<file path="src/design/chs_pkg.sv">
// Shared constants, a type and a lookup function for the disk CHS geometry unit.
`default_nettype none

package chs_pkg;

   // Datapath widths.
   localparam int DIVIDEND_W     = 64;
   localparam int DIVISOR_W      = 17;
   localparam int QUOT_W         = 28;
   localparam int BITS_PER_STAGE = 4;
   localparam int CTH_W          = 24;
   localparam int RECIP_W        = 32;
   localparam int RECIP_SHIFT    = 36;
   localparam int HEAD_RECIP_W   = 19;
   localparam int HEAD_RECIP_SHIFT = 20;
   localparam int SMALL_CTH_W    = 14;
   localparam int SMALL_CYL_W    = 10;
   localparam int CYL_W          = 16;
   localparam int HEAD_W         = 5;
   localparam int SPT_W          = 8;
   localparam int HEAD_SHIFT     = 10;

   // Configuration port.
   localparam int CSR_DATA_W = 32;
   localparam int CSR_ADDR_W = 3;
   localparam logic CSR_INDEX_SECTOR_BYTES = 1'b0;
   localparam logic [DIVISOR_W-1:0] SECTOR_BYTES_RESET = 17'd512;

   // Sector count clamp (65535 * 16 * 255) and large-disk threshold (65535 * 16 * 63).
   localparam logic [QUOT_W-1:0] TOTAL_LIMIT = 28'd267382800;
   localparam logic [QUOT_W-1:0] TOTAL_BIG   = 28'd66059280;

   // Reciprocals ceil(2^36 / d); exact for every dividend below 2^28.
   localparam logic [RECIP_W-1:0] RECIP_17  = 32'd4042322161;
   localparam logic [RECIP_W-1:0] RECIP_31  = 32'd2216757315;
   localparam logic [RECIP_W-1:0] RECIP_63  = 32'd1090785346;
   localparam logic [RECIP_W-1:0] RECIP_255 = 32'd269488145;

   // Geometry codes.
   localparam logic [SPT_W-1:0]  SPT_SMALL  = 8'd17;
   localparam logic [SPT_W-1:0]  SPT_MID    = 8'd31;
   localparam logic [SPT_W-1:0]  SPT_LARGE  = 8'd63;
   localparam logic [SPT_W-1:0]  SPT_MAX    = 8'd255;
   localparam logic [HEAD_W-1:0] HEADS_MIN  = 5'd4;
   localparam logic [HEAD_W-1:0] HEADS_MAX  = 5'd16;
   localparam logic [CTH_W:0]    HEAD_ROUND = 25'd1023;
   localparam logic [CTH_W-1:0]  CTH_FULL   = 24'd16384;

   // Sector count leaving the divider, with its valid bit.
   typedef struct packed {
      logic              valid;
      logic [QUOT_W-1:0] total;
   } chs_total_type;

   // Reciprocal ceil(2^20 / heads) for the head counts of the small-disk case.
   function automatic logic [HEAD_RECIP_W-1:0] head_recip(input logic [HEAD_W-1:0] heads);
      logic [HEAD_RECIP_W-1:0] r;
      unique case (heads)
         5'd4:    r = 19'd262144;
         5'd5:    r = 19'd209716;
         5'd6:    r = 19'd174763;
         5'd7:    r = 19'd149797;
         5'd8:    r = 19'd131072;
         5'd9:    r = 19'd116509;
         5'd10:   r = 19'd104858;
         5'd11:   r = 19'd95326;
         5'd12:   r = 19'd87382;
         5'd13:   r = 19'd80660;
         5'd14:   r = 19'd74899;
         5'd15:   r = 19'd69906;
         5'd16:   r = 19'd65536;
         default: r = '0;
      endcase
      return r;
   endfunction

endpackage

`default_nettype wire

</file>
<file path="src/design/chs_div.sv">
// Pipelined divider that turns a byte count into a clamped 28-bit sector count.
`default_nettype none

module chs_div
   import chs_pkg::*;
(
   input  wire logic                  clock,
   input  wire logic                  reset,
   input  wire logic                  in_valid,
   input  wire logic [DIVIDEND_W-1:0] in_dividend,
   input  wire logic [DIVISOR_W-1:0]  in_divisor,
   output chs_total_type              out_total
);

   localparam int STAGES = QUOT_W / BITS_PER_STAGE;
   localparam int HI_W   = DIVIDEND_W - QUOT_W;

   logic                 valid_ff   [STAGES+1];
   logic                 ovf_ff     [STAGES+1];
   logic [DIVISOR_W-1:0] rem_ff     [STAGES+1];
   logic [QUOT_W-1:0]    lo_ff      [STAGES+1];
   logic [DIVISOR_W-1:0] divisor_ff [STAGES+1];
   logic [DIVISOR_W-1:0] rem_in     [STAGES];
   logic [QUOT_W-1:0]    lo_in      [STAGES];
   logic                 ovf_in;
   chs_total_type        total_ff;
   chs_total_type        total_in;

   // The quotient fits 28 bits only when the upper dividend bits are below the divisor.
   // A zero divisor always fails this test, which saturates the count.
   assign ovf_in = in_dividend[DIVIDEND_W-1:QUOT_W] >= {{(HI_W-DIVISOR_W){1'b0}}, in_divisor};

   // Entry stage: the upper bits become the starting remainder.
   always_ff @(posedge clock) begin
      if (reset) begin
         valid_ff[0] <= 1'b0;
      end else begin
         valid_ff[0] <= in_valid;
      end
      ovf_ff[0]     <= ovf_in;
      rem_ff[0]     <= in_dividend[QUOT_W+DIVISOR_W-1:QUOT_W];
      lo_ff[0]      <= in_dividend[QUOT_W-1:0];
      divisor_ff[0] <= in_divisor;
   end

   // Restoring division, four quotient bits per stage shifted into the low word.
   for (genvar s = 0; s < STAGES; s++) begin : g_stage
      always_comb begin : step
         logic [DIVISOR_W:0]   trial;
         logic [DIVISOR_W-1:0] rem_v;
         logic [QUOT_W-1:0]    lo_v;
         rem_v = rem_ff[s];
         lo_v  = lo_ff[s];
         for (int j = 0; j < BITS_PER_STAGE; j++) begin
            trial = {rem_v, lo_v[QUOT_W-1]};
            lo_v  = {lo_v[QUOT_W-2:0], 1'b0};
            if (trial >= {1'b0, divisor_ff[s]}) begin
               trial   = trial - {1'b0, divisor_ff[s]};
               lo_v[0] = 1'b1;
            end
            rem_v = trial[DIVISOR_W-1:0];
         end
         rem_in[s] = rem_v;
         lo_in[s]  = lo_v;
      end

      always_ff @(posedge clock) begin
         if (reset) begin
            valid_ff[s+1] <= 1'b0;
         end else begin
            valid_ff[s+1] <= valid_ff[s];
         end
         ovf_ff[s+1]     <= ovf_ff[s];
         rem_ff[s+1]     <= rem_in[s];
         lo_ff[s+1]      <= lo_in[s];
         divisor_ff[s+1] <= divisor_ff[s];
      end
   end

   // Clamp the quotient to the largest geometry.
   always_comb begin
      total_in.valid = valid_ff[STAGES];
      if (ovf_ff[STAGES] || (lo_ff[STAGES] > TOTAL_LIMIT)) begin
         total_in.total = TOTAL_LIMIT;
      end else begin
         total_in.total = lo_ff[STAGES];
      end
   end

   always_ff @(posedge clock) begin
      if (reset) begin
         total_ff.valid <= 1'b0;
      end else begin
         total_ff.valid <= total_in.valid;
      end
      total_ff.total <= total_in.total;
   end

   assign out_total = total_ff;

endmodule

`default_nettype wire

</file>
<file path="config.mk">
export PLATFORM = sky130hd
export DESIGN_NAME = chs_div
export DESIGN_NICKNAME = d
export VERILOG_FILES = /design/src/design/chs_pkg.sv /design/src/design/chs_div.sv
export SDC_FILE = /design/constraint.sdc
export NUM_CORES = 2
export LEC_CHECK = 0
export ABC_AREA = 1
export BUFFER_PORTS_ARGS = -buffer_cell sky130_fd_sc_hd__buf_2
export CORE_ASPECT_RATIO = 1.2
export CORE_MARGIN = 4
export CORE_UTILIZATION = 45
export DETAILED_ROUTE_END_ITERATION = 8
export PLACE_DENSITY = 0.61
export SYNTH_ARGS = -nofsm -noshare
export SYNTH_HDL_FRONTEND = slang
export SYNTH_SLANG_ARGS = --single-unit
</file>
<file path="constraint.sdc">
create_clock -name clock -period 23.1 [get_ports clock]
set_input_delay 3.465 -clock clock [delete_from_list [all_inputs] [get_ports clock]]
set_output_delay 3.465 -clock clock [all_outputs]
set_load 0.01 [all_outputs]
</file>
# After elaboration in Yosys (flattened, before gate mapping)
# Memories as Yosys holds them, arrays and structs flattened. A register that Yosys moved wholly into a read port is not among the register bits.
# Cells that the tools add are included.
# word_totals
output_inout_bits	29
regBits	28
ram_bits	512
memories	5
wordCells	140
input_bits	84
# mem_list
name	words	word_bits	read_ports	rd_clocked_by_memory_dff	wr	line_no	text
lo_ff	8	28	8	0	8	chs_div.sv:21	logic [QUOT_W-1:0] lo_ff [STAGES+1];
divisor_ff	8	17	7	0	8	chs_div.sv:22	logic [DIVISOR_W-1:0] divisor_ff [STAGES+1];
rem_ff	8	17	7	0	8	chs_div.sv:20	logic [DIVISOR_W-1:0] rem_ff [STAGES+1];
ovf_ff	8	1	8	0	8	chs_div.sv:19	logic ovf_ff [STAGES+1];
valid_ff	8	1	8	1	8	chs_div.sv:18	logic valid_ff [STAGES+1];
# classes
bitwise_logic	8
add_sub_neg	28
n_reduce_logical	1
magnitude_cmp	30
n_mux	67
# ops
cell	count
$ge 18x17->1	28
$mux 17	28
$sub 17x17->17	28
$mux 1	39
$ge 36x17->1	1
$gt 28x28->1 const B	1
$or 1x1->1	8
$logic_or 1x1->1	1

# Logic depth before layout (Yosys ltp)
# An unclocked memory read counts as a cell.
# logic_depth
word_depth	9
depth_mapped	60
ltp_nobuf	55

# Worst setup path before layout
# Ideal clock, no wire load.
# synth_timing
kind	register to register
start	mem divisor_ff[2][1]
end	mem rem_ff[3][10]
t_arrival_ps	7367
synth_period_minus_slack_ps	7480
setup_ps	113
path_stages_with_launch	54
n_path_buf	4
required_time_ps	22987
setup_slack_ps	15620
path_cell_list	dfxtp_1 -> inv_1 -> fa_1 -> nand2_1 -> nand3_1 -> nand2_1 -> nand2_1 -> nand2_1 -> nand2_2 -> buf_4 -> or2_2 -> nand2_1 -> inv_1 -> ha_1 -> nand2_1 -> inv_1 -> nand2_1 -> nand2_1 -> [... 18 more ...] -> nor2_4 -> buf_4 -> nand2_1 -> o21ai_1 -> ha_1 -> a21oi_1 -> nand2_1 -> a21boi_1 -> o31ai_1 -> nand2_1 -> nand2_1 -> a21oi_1 -> nand2_1 -> a21oi_2 -> nand2_4 -> buf_6 -> nand2_1 -> nand2_1
# synth_lines
element	line_no
start: declaration	chs_div.sv:22
end: declaration	chs_div.sv:20

==> flow_summary_export.csv <==
group,metric,value,unit
status,status,"finished clean",
cells_and_area,area_delta_synth_final,8.60,%
yosys,ys.flop_type,"dfxtp_1",
floorplanning,rows,120,
yosys,yosysWarningCount,0,
cells_and_area,final_layout_size_suffix_gt1_share,5.79,%
setup_path,crit_path_top_delay_cell,"a21oi_2",
floorplanning,io_pins,113,
yosys,synth_commonest_cells,"1877 x nand2_1, 775 x inv_1, 507 x dfxtp_1",
placement,port_buffers,112,
setup_path,r2r_setup_slack,12670,ps
setup_path,ff2ff_path_depth,49,
sta,tightestPinTransition,905,ps
clock_tree,cts_hold_buffers,0,
clock_tree,post-cts-setup-buffer-count,0,
sta,maxSlewViolCount,0,
global_route,grt_first_pass_wirelength,201,mm
floorplanning,core_area,89600,µm²
placement,place_area,42300,µm²
yosys,synthesis.area,40800,µm²
clock_tree,cts_made_buffers,55,
yosys,yosysTopAreaCell,"dfxtp_1",
setup_path,critical-path-top-delay-family,"simple AND/OR/NAND/NOR gates",
yosys,syn_avg_cell_area,6.73,µm²
routing,wl_per_cell,17.6,µm
floorplanning,die_w,283,µm
routing,drt-initial-drc-count,2220,
sta,finalCritPeriodShare,45.2,%
cells_and_area,finish.utilization,49.4,%
sta,fin_crit,10430,ps
yosys,ys_seq_area_share,24.9,%
global_route,grt_max_degree,32,
hold_path,hp-class,"flop to flop",
sta,layout_setup_ws,12670,ps
yosys,synth_top_cell_area_share,24.9,%
setup_path,crit_type,"flop to flop",
clock_tree,clk_latency,670,ps
floorplanning,dieArea,95600,µm²
routing,num_vias,38595,
global_route,grt_pass1_vias,37835,
routing,route.detailed.drc,0,
placement,place_congestion,0.970,
cells_and_area,final_area,44300,µm²
yosys,synth_cells,6060,
job,drv_cap,0,
routing,first_pass_iters,6,
cells_and_area,final_net_count,6757,
placement,dp_worst_setup_slack,12770,ps
clock_tree,clockBufferDepth,3,
yosys,synth_fp_nets,6664,
yosys,synthTopCellsByArea,"dfxtp_1 25%, nand2_1 17%, ha_1 15%, inv_1 7.1%, a21oi_1 5.0%",
yosys,synth_edf_count,0,
setup_path,critPathBufInv,6,
setup_path,worst_path_most_repeated_cell,"nand2_1",
floorplanning,die_height,338,µm
hold_path,min_from,"lo_ff[0][42]",
clock_tree,htreeDepth,2,
clock_tree,clk_pin_slew,70,ps
sta,setup_tns,0,ps
routing,ant_nets,0,
setup_path,reg2reg_to,"rem_ff[6][16]",
sta,skew,51.9,ps
setup_path,start_kind,"flop",
setup_path,crit_required,23680,ps
placement,place_hpwl,108,mm
hold_path,hold_depth,0,
yosys,yosysMostFrequentCell,"nand2_1",
setup_path,crit_path_max_incr_delay,670,ps
yosys,synth-async-reset-ratio,0,%
routing,viasPerCell,5.24,
setup_path,reg2reg_from,"divisor_ff[5][13]",
global_route,grt_use_total,26.6,%
setup_path,arrival,11010,ps
sta,hold_viol_final,0,
sta,rsz0062_at_grt,"no",
clock_tree,root_buffer,"clkbuf_16",
global_route,antenna_found_initial,2,
sta,fmax,0.0958,GHz
routing,finalWirelength,130,mm
floorplanning,start_util,45.5,%
setup_path,worstPathMaxFanout,23,
clock_tree,clock-sinks,507,
yosys,synth.ff_latch_count,507,
clock_tree,cts_resized,0,
sta,finalSetupViolCount,0,
setup_path,end_kind,"flop",
sta,slew_headroom,39.4,%
clock_tree,tritoncts,"done",
hold_path,min_to,"lo_ff[0][74]",
global_route,overflow,0,
yosys,ys_types,61,
==> area by class of cell <==
cell class                      instances  area [µm²]
Fill cell                            9220       45300
Clock inverter                         44         539
Sequential cell                       507       10100
Timing Repair Buffer                  114         576
Multi-Input combinational cell       4679       27200
Tap cell                             1159        1450
Clock buffer                           60        1440
Inverter                              796        2990
Antenna cell                            1        2.50
==> flip-flops by register name, summed over array words and instances (netlist names) <==
name        flops
lo_ff         224
divisor_ff    119
rem_ff        119
out_total      29
ovf_ff          8
valid_ff        8
==> cell usage in the layout, fill, tap and decap left out, drive strengths merged, types with 27 or more instances in the layout <==
cell type	count
xnor2	138
inv	810
o21a	34
buf	114
a21o	35
nand4	53
nand2	1908
a21oi	423
nand3	368
o21bai	30
fa	27
ha	493
a31oi	33
nor3	67
nor2	376
o21ai	326
clkbuf	60
xor2	207
dfxtp	507
==> worst max path at each step <==
stage	endpoint	depth (start not counted)	start
after CTS	rem_ff[3][13]	49	divisor_ff[2][1]
after global routing	rem_ff[3][10]	49	divisor_ff[2][1]
after global placement	rem_ff[6][16]	49	divisor_ff[5][13]
final	rem_ff[6][16]	49	divisor_ff[5][13]
after floorplan	rem_ff[3][10]	53	divisor_ff[2][1]
after detailed placement	rem_ff[3][13]	49	divisor_ff[2][1]
==> kinds of logic (layout without fill, tap and decap cells) <==
family,count (synthesis),after routing,share of synthesized area [%]
other cells,0,1,0
compound gates,949,949,13.0
xor+xnor,345,345,7.41
flops,507,507,24.9
simple gates,2865,2865,29.7
fa+ha+maj,520,520,16.4
buf+inv,874,1014,8.54
==> through the flow <==
step,cells,hold WS [ps]
3_3_place_gp,7255,310
6_report,7360,296
2_1_floorplan,6060,310
3_5_place_dp,7255,312
5_1_grt,7359,312
4_1_cts,7359,292
==> layer usage <==
| metal | up-vias | global-route usage, % | part of all wire [%] |
|---|---|---|---|
| met5 | - | 0 | 0 |
| met4 | 0 | 14.4 | 6.1 |
| met3 | 329 | 2.84 | 3.5 |
| met2 | 848 | 49.6 | 51 |
| met1 | 17501 | 29.3 | 40 |
| li1 | 19917 | - | - |
Power is not shown: default switching activity piles up to over one toggle a cycle in this logic, so the estimate is an artifact.
